**src/rtl/pvci_sqrt.sv**
```systemverilog
// Pipelined digit-by-digit square root of a fraction, one root bit per stage.
module pvci_sqrt #(
	parameter int unsigned FB     = 24,
	parameter int unsigned SIDE_W = 2
) (
	input  logic              clk,
	input  logic              arst_n,
	input  logic              en,
	input  logic              in_valid,
	input  logic [FB-1:0]     f,
	input  logic [SIDE_W-1:0] in_side,
	output logic              out_valid,
	output logic [FB-1:0]     root,
	output logic [SIDE_W-1:0] out_side
);

	logic [FB:0]         v_s;
	logic [FB:0]         rem_s  [0:FB];
	logic [FB-1:0]       root_s [0:FB];
	logic [2*FB-1:0]     rad_s  [0:FB];
	logic [SIDE_W-1:0]   side_s [0:FB];
	logic [FB+2:0]       rem2   [1:FB];
	logic [FB+2:0]       trial  [1:FB];
	logic [FB:1]         ge;

	always_comb begin
		for (int k = 1; k <= FB; k++) begin
			rem2[k]  = {rem_s[k-1], rad_s[k-1][2*FB-1 -: 2]};
			trial[k] = {1'b0, root_s[k-1], 2'b01};
			ge[k]    = rem2[k] >= trial[k];
		end
	end

	always_ff @(posedge clk or negedge arst_n) begin
		if (!arst_n) begin
			v_s <= '0;
		end else if (en) begin
			v_s <= {v_s[FB-1:0], in_valid};
		end
	end

	always_ff @(posedge clk) begin
		if (en) begin
			rem_s[0]  <= '0;
			root_s[0] <= '0;
			rad_s[0]  <= {f, {FB{1'b0}}};
			side_s[0] <= in_side;
			for (int k = 1; k <= FB; k++) begin
				rem_s[k]  <= ge[k] ? (FB+1)'(rem2[k] - trial[k]) : rem2[k][FB:0];
				root_s[k] <= {root_s[k-1][FB-2:0], ge[k]};
				rad_s[k]  <= {rad_s[k-1][2*FB-3:0], 2'b00};
				side_s[k] <= side_s[k-1];
			end
		end
	end

	assign out_valid = v_s[FB];
	assign root      = root_s[FB];
	assign out_side  = side_s[FB];

endmodule

```
**config.mk**
```make
export PLATFORM = sky130hd
export DESIGN_NAME = pvci_sqrt
export DESIGN_NICKNAME = d
export VERILOG_FILES = /design/src/rtl/pvci_sqrt.sv
export SDC_FILE = /design/constraint.sdc
export NUM_CORES = 2
export LEC_CHECK = 0
export BUFFER_PORTS_ARGS = -buffer_cell sky130_fd_sc_hd__buf_2
export CAP_MARGIN = 40
export CORE_ASPECT_RATIO = 2
export CORE_MARGIN = 2
export CORE_UTILIZATION = 54
export DETAILED_ROUTE_END_ITERATION = 8
export GPL_TIMING_DRIVEN = 0
export PLACE_DENSITY = 0.7
export SKIP_CTS_REPAIR_TIMING = 1
export SYNTH_ARGS = -nofsm -noshare
export SYNTH_HDL_FRONTEND = slang
export SYNTH_SLANG_ARGS = --single-unit
```
**constraint.sdc**
```tcl
create_clock -name clk -period 7.22 [get_ports clk]
set_clock_uncertainty 0.2 [all_clocks]
set_input_delay 1.444 -clock clk [delete_from_list [all_inputs] [get_ports clk]]
set_output_delay 1.444 -clock clk [all_outputs]
set_load 0.05 [all_outputs]
```
==> results.cfg <==
[logic_synthesis]
syn_avg_cell_area_sq_um = 12.3
syn-cell-area_sq_um = 53200
ys_warn_count = 0
synth_ff_type = edfxtp_1
synth_cells = 4333
synth.area.top_cells = edfxtp_1 59%, ha_1 7.1%, xor2_1 3.3%, xnor2_1 3.2%, a21oi_1 2.8%
seq_area_frac_synth_pct = 59.7
ys_ff_latch = 1063
synth.largest_area_cell = edfxtp_1
syn-num-nets = 4676
yosys.area.top_type_share_pct = 58.5
ys_types = 87
synth_edf_count = 1038
synthArstFlopShare_pct = 2.35

[drt]
viasPerCell = 5.77
dr.pass1.iters = 6
wl_per_cell_um = 20.2
ant_nets = 0
remaining_drc_errors = 0
totalWireLength_um = 120000
via_count = 34100
drtIter0Drc = 1853

[die]
fp.dieW_um = 226
start_util_pct = 54.5
die_h_um = 448
row_count = 162
coreArea_sq_um = 97700
dieArea_sq_um = 101000
io_pins = 57

[setup_path]
reg2reg_depth = 10
worstSetupEndpoint = rem_s[2][191]
worstPathCellList = ha_1 > a211oi_1 > nor4_1 > o31ai_1 > o221a_2 > o21ai_0 > a41oi_1 > buf_2 > clkbuf_1 > o21ai_0
critPathMostFrequentCell = o21ai_0
cp_max_fo = 10
crit_start = rem_s[2][150]
crit_type = flip-flop to flip-flop
worst_setup_path_start_kind = flip-flop
required_ns = 7.44
worstReg2RegEnd = rem_s[2][191]
cp_slowest_cell = a41oi_1
critPathCaptureType = flip-flop
reg2reg_slack_ns = 2.23
cp.arrival_ns = 5.21
cpPeakStageDelay_ns = 0.70
regToRegStartpoint = rem_s[2][150]

[grt]
gr-total-overflow = 0
grt_pass1_vias = 36200
grt_pass1_wl_um = 183000
grt_util_all_layers_pct = 23.9
antenna_found_initial = 3
grt_max_degree = 131

[sta]
setup_tns_ns = 0
drv_slew = 0
rsz0062_at_grt = no
relSlewSlack_pct = 36.6
hold_slack_ns = 0.214
finalCritPeriodShare_pct = 69.1
hold_viol_final = 0
clock.fmax_mhz = 200
setup_violations = 0
worst_slew_pin_slew_ns = 0.952
fin_crit_ns = 4.99
setup_slack_ns = 2.23

[clocking]
cts.clk_slew.worst_paths_ns = 0.06
clockBufferDepth = 3
numCtsBuffers = 95
cts_num_sinks = 1063
clk_latency_ns = 0.71
htree_levels = 3
cts-root-buf = clkbuf_16
cts_tree = done

[cells_and_area]
final_common_cell = edfxtp_1
fin_nets = 4847
drive_above_1_share_pct = 8.38
most-common-layout-cells = 1038 x edfxtp_1, 380 x inv_1, 306 x nor2_1
fillers = 7866
final_area_sq_um = 58600
fin_util_pct = 60.0
area_growth_pct = 10.1

[place]
dp_slack_ns = 2.30
globalplace.congestion = 0.939
place_area_sq_um = 55500
hpwl_um = 90100
io_buffers = 56

[power_and_ir_drop]
ir_worst_vdd_mv = 0.267
p_leak_nw = 22.7
p_per_area_nw_per_um2 = 288

[status]
status = complete, no violations

[worst_hold_path]
hold_path_class = flip-flop to flip-flop

[job]
drv_cap = 0
## sequential cells by signal, indices dropped and copies added, names as in the netlist
signal and cells:
rem_s 532, root_s 300, rad_s 156, side_s 50, v_s 25
## synthesized netlist by cell type, types with 23 or more instances
cell         n
edfxtp_1  1038
inv_1      380
nor2_1     306
ha_1       302
a21oi_1    298
nand2_1    257
o21ai_0    211
xor2_1     199
xnor2_1    197
nor3_1     105
a21o_1     102
mux2_2      79
nand3_1     62
nor4_1      56
clkbuf_1    50
or3_1       50
o21a_1      49
o31ai_1     38
or4_1       38
nand4_1     37
and3_1      32
o211ai_1    32
o21bai_1    32
nand2b_1    30
a211oi_1    28
a31oi_1     28
buf_4       25
dfrtp_1     25
nor2b_1     23
## where the power goes
part	switching [mW]	internal, mW
sequential	0.486	7.79
combinational	2.00	1.42
clock	2.30	2.88
total	4.78	12.1
## logic make-up (layout without fill, tap and decap cells)
family,after synthesis,count (layout),share of synthesized area (%)
and+or+nand+nor,1079,1079,10.1
other,1,14,0.00704
adders and majority gates,313,313,7.51
DFF,1063,1063,59.7
AOI/OAI and AO/OA,922,922,10.9
muxes,84,84,1.77
buffers and inverters,475,722,3.55
xor gates and xnor gates,396,396,6.51
## worst min-delay path by stage
stage             startpoint            end  slack (ns)  cells after the start
3_3_place_gp   rad_s[1][126]  rad_s[1][174]        0.20                      0
3_5_place_dp    rad_s[0][70]  rad_s[0][118]        0.20                      0
2_1_floorplan   rad_s[0][70]  rad_s[0][118]        0.20                      0
4_1_cts         rad_s[1][82]  rad_s[1][130]        0.22                      0
6_report        rad_s[1][82]  rad_s[1][130]        0.21                      0
5_1_grt         rad_s[1][82]  rad_s[1][130]        0.22                      0
## worst max-delay path, delay by kind of cell, from the launching register on
| kind | cells | cell delay [ns] |
|---|---|---|
| compound gates | 6 | 2.44 |
| simple gates | 1 | 0.13 |
| flops | 1 | 0.47 |
| buf+inv | 2 | 1.10 |
| fa+ha+maj | 1 | 0.35 |
## through the flow
step,power [mW],cells
floorplan,10.7,4333
global placement,11.8,5701
detailed placement,11.8,5719
CTS,17.0,5892
global route,17.6,5905
finish,16.9,5905
## layer usage
metal  up-vias  GRT usage, %  wire, um
met5         -             0         0
met4         0          22.1     12400
met3       457          3.54      3490
met2       715          50.5     71500
met1     16600          16.3     32200
li1      16300             -         -
## final cells by class
| type | instances | area (sq um) | share of cell area, % |
|---|---|---|---|
| Timing Repair Buffer | 74 | 592 | 1.01 |
| Buffer | 93 | 458 | 0.781 |
| Sequential cell | 1063 | 31800 | 54.2 |
| Antenna cell | 13 | 32.5 | 0.0555 |
| Tap cell | 1312 | 1640 | 2.80 |
| Inverter | 382 | 1430 | 2.45 |
| Clock buffer | 124 | 2660 | 4.53 |
| Clock inverter | 49 | 460 | 0.785 |
| Multi-Input combinational cell | 2795 | 19600 | 33.4 |
(Power assumes the default switching activity.)
