[src/rtl/pvci_div.sv]
// Pipelined restoring fraction divider, one quotient bit per stage.
module pvci_div #(
	parameter int unsigned NUM_W  = 32,
	parameter int unsigned STEPS  = 24,
	parameter int unsigned SIDE_W = 2
) (
	input  logic              clk,
	input  logic              arst_n,
	input  logic              en,
	input  logic              in_valid,
	input  logic [NUM_W-1:0]  num,
	input  logic [NUM_W-1:0]  den,
	input  logic [SIDE_W-1:0] in_side,
	output logic              out_valid,
	output logic [STEPS:0]    q,
	output logic [SIDE_W-1:0] out_side
);

	logic [STEPS:0]      v_s;
	logic [NUM_W-1:0]    r_s    [0:STEPS];
	logic [STEPS-1:0]    q_s    [0:STEPS];
	logic                sat_s  [0:STEPS];
	logic [SIDE_W-1:0]   side_s [0:STEPS];
	logic [NUM_W:0]      r2     [1:STEPS];
	logic [NUM_W-1:0]    r_nx   [1:STEPS];
	logic [STEPS:1]      ge;

	always_comb begin
		for (int k = 1; k <= STEPS; k++) begin
			r2[k]   = {r_s[k-1], 1'b0};
			ge[k]   = r2[k] >= {1'b0, den};
			r_nx[k] = ge[k] ? NUM_W'(r2[k] - {1'b0, den}) : r2[k][NUM_W-1:0];
		end
	end

	always_ff @(posedge clk or negedge arst_n) begin
		if (!arst_n) begin
			v_s <= '0;
		end else if (en) begin
			v_s <= {v_s[STEPS-1:0], in_valid};
		end
	end

	always_ff @(posedge clk) begin
		if (en) begin
			r_s[0]    <= num;
			q_s[0]    <= '0;
			sat_s[0]  <= num >= den;
			side_s[0] <= in_side;
			for (int k = 1; k <= STEPS; k++) begin
				r_s[k]    <= r_nx[k];
				q_s[k]    <= {q_s[k-1][STEPS-2:0], ge[k]};
				sat_s[k]  <= sat_s[k-1];
				side_s[k] <= side_s[k-1];
			end
		end
	end

	assign out_valid = v_s[STEPS];
	assign q         = sat_s[STEPS] ? {1'b1, {STEPS{1'b0}}} : {1'b0, q_s[STEPS]};
	assign out_side  = side_s[STEPS];

endmodule

[config.mk]
export PLATFORM = sky130hd
export DESIGN_NAME = pvci_div
export DESIGN_NICKNAME = d
export VERILOG_FILES = /design/src/rtl/pvci_div.sv
export SDC_FILE = /design/constraint.sdc
export NUM_CORES = 2
export LEC_CHECK = 0
export BUFFER_PORTS_ARGS = -buffer_cell sky130_fd_sc_hd__buf_4
export CORE_UTILIZATION = 62
export CTS_CLUSTER_SIZE = 12
export DETAILED_ROUTE_END_ITERATION = 8
export PLACE_DENSITY = 0.78
export SLEW_MARGIN = 5
export SYNTH_ARGS = -nofsm -noshare
export SYNTH_HDL_FRONTEND = slang
export SYNTH_SLANG_ARGS = --single-unit
[constraint.sdc]
create_clock -name clk -period 11.62 [get_ports clk]
set_clock_uncertainty 0.2 [all_clocks]
set_input_delay 1.162 -clock clk [delete_from_list [all_inputs] [get_ports clk]]
set_output_delay 1.162 -clock clk [all_outputs]
set_load 0.01 [all_outputs]
==> impl_metrics.py <==
metrics = {
    "routing": {
        "drt.antenna.violating_nets": 0,
        "drc_errors": 0,
        "via_per_inst": 6.44,
        "detail_route.wirelength_um": 219000,
        "dr.first_iter.drc_count": 6192,
        "route.vias.total": 62900,
        "drt_first_pass_iters": 6,
        "wl_per_cell_um": 22.4,
    },
    "power_and_ir_drop": {
        "switching_fraction_pct": 42.0,
        "power.total_mw": 26.8,
        "worst_ir_drop_vdd_mv": 0.176,
        "cellLeakagePower_nw": 35.1,
        "power.net_switching_mw": 11.3,
        "seqPwrFrac_pct": 30.9,
        "pwr-share-comb_pct": 54.2,
        "power_per_cell_area_nw_per_um2": 306,
        "clock_power_share_pct": 14.8,
        "cellInternalPower_mw": 15.6,
    },
    "cts": {
        "cts.repair_timing.setup_buffer_count": 0,
        "clkTransAtPathRegs_ns": 0.06,
        "number_of_buffers_added_by_the_clock_tree_synthesis_step": 134,
        "htree_num_levels": 4,
        "clock_path_buffers": 3,
        "worstSkewPairLatency_ns": 0.79,
        "cts_resized": 0,
        "holdBufCountCts": 0,
        "cts_tree": "built",
        "clock_sink_count": 1168,
        "clk_root_buffer_cell": "sky130_fd_sc_hd__clkbuf_16",
    },
    "sta": {
        "finalSetupTns_ns": 0,
        "fin_crit_sh_pct": 48.4,
        "report.final.slew_viol_count": 0,
        "achievable-frequency_mhz": 178,
        "setup_repair_after_global_routing_missed_its_margin": "false",
        "setup_viol_count_final": 0,
        "worst_pin_slew_ns": 1.12,
        "worst_hold_slack_ns": 0.0700,
        "final_critical_path_setup_slack_ns": 5.99,
        "worst_slew_margin_rel_pct": 25.2,
        "final_hold_viol_count": 0,
        "period_needed_ns": 5.63,
    },
    "placement": {
        "globalplace.congestion": 0.964,
        "dpl-instance-area_um2": 83700,
        "dpl.hpwl_um": 155000,
        "place.port_buffers": 97,
        "placed_cells_incl_taps": 9546,
        "placement.setup.worst_slack_ns": 5.20,
    },
    "cells_and_area": {
        "post-route-cell-area_um2": 87700,
        "post_layout_nonfiller_instances": 9770,
        "num-nets-final": 8832,
        "finalCoreUtilization_pct": 67.8,
        "syn_to_final_growth_pct": 8.40,
        "post_route_cells_drive_above_1_share_pct": 8.96,
    },
    "global_routing": {
        "globalRouteTotalUtil_pct": 32.6,
        "via_count_of_the_first_global_routing_pass": 59300,
        "gr-total-overflow": 0,
        "largest_net_degree_at_the_start_of_global_routing": 174,
        "antenna_violations_before_repair": 9,
        "wire_length_of_the_first_global_routing_pass_um": 334000,
    },
    "run_status": {
        "status": "completed",
    },
    "synth": {
        "synth.yosys.seq_area_share_pct": 43.2,
        "synthArstFlopShare_pct": 2.14,
        "synth_area_um2": 80900,
        "yosys.cell_types.count": 97,
        "synth_seq_cells": 1168,
        "avgSynthCellArea_um2": 10.3,
        "synth_fp_nets": 8735,
        "ys_dominant_reg_cell": "sky130_fd_sc_hd__edfxtp_1",
        "synth_cells": 7843,
        "yosys_warnings": 0,
        "synth_enable_flop_cells": 1143,
    },
    "worst_setup_path": {
        "crit_required_ns": 11.94,
        "worst_ep_arrival_time_ns": 5.95,
        "reg2regPathDepth": 13,
        "critical_path_class": "in2reg",
        "path_max_fanout": 25,
        "worst-r2r-setup-slack_ns": 6.82,
        "setup.worst_path.start_class": "input pin",
        "r2r_start": "r_s[0][0]$_DFFE_PP_",
        "worst_setup_path_end_kind": "flip-flop",
        "r2r-end": "r_s[0][56]$_DFFE_PP_",
    },
    "floorplan": {
        "coreArea_um2": 129000,
        "die_w_um": 363,
        "starting_utilization_of_the_core_area_pct": 62.5,
        "die_area_um2": 132000,
        "placement_rows": 132,
        "ioPinCount": 98,
        "die_ht_um": 363,
    },
    "min_path": {
        "timing.hold.worst.class": "in2async",
    },
    "flow_run": {
        "number_of_maximum_capacitance_constraint_violations": 0,
    },
}
cell families after synthesis:
logic type | after synthesis | synth area share, %
and+or+nand+nor | 2065 | 12.1
muxes | 287 | 4.09
adders and majority gates | 822 | 12.9
buffers and inverters | 426 | 2.10
AOI/OAI and AO/OA | 2449 | 18.8
DFF | 1168 | 43.2
xor gates and xnor gates | 626 | 6.77
cell type report:
| class | instances | area, um2 |
|---|---|---|
| Clock inverter | 55 | 507 |
| Inverter | 221 | 830 |
| Sequential cell | 1168 | 34900 |
| Tap cell | 1742 | 2180 |
| Multi-Input combinational cell | 6249 | 44400 |
| Clock buffer | 168 | 3570 |
| Fill cell | 9935 | 41800 |
| Timing Repair Buffer | 166 | 1300 |
| Antenna cell | 1 | 2.50 |
cells in the mapped netlist (151+ instances only):
| cell type | n | area [um2] |
|---|---|---|
| sky130_fd_sc_hd__clkbuf_1 | 160 | 601 |
| sky130_fd_sc_hd__o21ai_0 | 636 | 3180 |
| sky130_fd_sc_hd__inv_1 | 220 | 826 |
| sky130_fd_sc_hd__mux2_2 | 247 | 2780 |
| sky130_fd_sc_hd__nand2_1 | 684 | 2570 |
| sky130_fd_sc_hd__xor2_1 | 262 | 2290 |
| sky130_fd_sc_hd__ha_1 | 799 | 10000 |
| sky130_fd_sc_hd__xnor2_1 | 364 | 3190 |
| sky130_fd_sc_hd__a21oi_1 | 767 | 3840 |
| sky130_fd_sc_hd__nor2_1 | 484 | 1820 |
| sky130_fd_sc_hd__a21o_1 | 351 | 2640 |
| sky130_fd_sc_hd__edfxtp_1 | 1143 | 34300 |
| sky130_fd_sc_hd__nand3_1 | 151 | 756 |
critical path: stages:
cell and delay (ns):
sky130_fd_sc_hd__buf_4 0.47, sky130_fd_sc_hd__inv_2 0.12, sky130_fd_sc_hd__buf_4 0.30, sky130_fd_sc_hd__ha_1 0.40, sky130_fd_sc_hd__nor2b_1 0.15, sky130_fd_sc_hd__o21ai_1 0.21
sky130_fd_sc_hd__a21boi_1 0.14, sky130_fd_sc_hd__o31ai_1 0.21, sky130_fd_sc_hd__nand2_1 0.15, sky130_fd_sc_hd__a41oi_2 0.31, sky130_fd_sc_hd__o21ai_1 0.16, sky130_fd_sc_hd__a31oi_1 0.34
sky130_fd_sc_hd__o21ai_1 0.19, sky130_fd_sc_hd__a2111oi_4 0.70, sky130_fd_sc_hd__buf_4 0.43, sky130_fd_sc_hd__mux2_2 0.39
layout by cell type, fill, tap and decap left out, drive strengths merged, types with 23 or more instances in the layout:
cell | synthesis | routed
edfxtp | 1143 | 1143
ha | 799 | 799
a21oi | 772 | 772
nand2 | 684 | 684
o21ai | 660 | 660
nor2 | 484 | 484
xnor2 | 364 | 364
a21o | 351 | 351
mux2 | 274 | 274
xor2 | 262 | 262
inv | 221 | 226
clkbuf | 160 | 168
buf | 45 | 166
nand3 | 151 | 151
nor2b | 150 | 150
nand2b | 134 | 134
nand4 | 123 | 123
o21a | 103 | 103
nor3 | 100 | 100
o21bai | 94 | 94
a31oi | 80 | 80
and3 | 69 | 69
a211oi | 59 | 59
o31ai | 52 | 52
clkinv | 0 | 45
or3 | 34 | 34
o211ai | 31 | 31
nor4 | 31 | 31
and2 | 30 | 30
or2 | 25 | 25
dfrtp | 25 | 25
a211o | 23 | 23
fa | 23 | 23
sequential cells by signal, indices dropped and copies added (netlist names):
signal	count
r_s	768
q_s	300
side_s	50
sat_s	25
v_s	25
routing by layer:
| layer | track usage [%] | vias to the layer above | wire (um) |
|---|---|---|---|
| met4 | 14.0 | 6 | 9820 |
| met5 | 0 | - | 39 |
| met3 | 6.11 | 550 | 19300 |
| li1 | - | 29700 | - |
| met1 | 44.2 | 29900 | 91800 |
| met2 | 51.4 | 2669 | 98100 |
power groups by stage:
stage	sequential (mW)	clock (mW)	combinational [mW]
after floorplan	7.61	0	11.2
after global placement	8.29	0	13.8
after detailed placement	8.28	0	14.1
after CTS	8.23	4.04	14.3
after global routing	8.37	4.20	16.0
final	8.29	3.98	14.5
how the worst max path moves through the flow:
| stage | startpoint | end | slack (ns) | cells past startpoint |
|---|---|---|---|---|
| finish | den[1] | r_s[2][133]$_DFFE_PP_ | 5.99 | 16 |
| global route | den[1] | r_s[2][131]$_DFFE_PP_ | 5.72 | 16 |
| CTS | den[1] | r_s[2][133]$_DFFE_PP_ | 6.06 | 16 |
| detailed placement | den[1] | r_s[2][133]$_DFFE_PP_ | 5.20 | 16 |
| global placement | den[1] | r_s[2][131]$_DFFE_PP_ | 5.42 | 16 |
| floorplan | den[1] | r_s[1][132]$_DFFE_PP_ | 6.55 | 15 |
(Power assumes the default switching activity.)
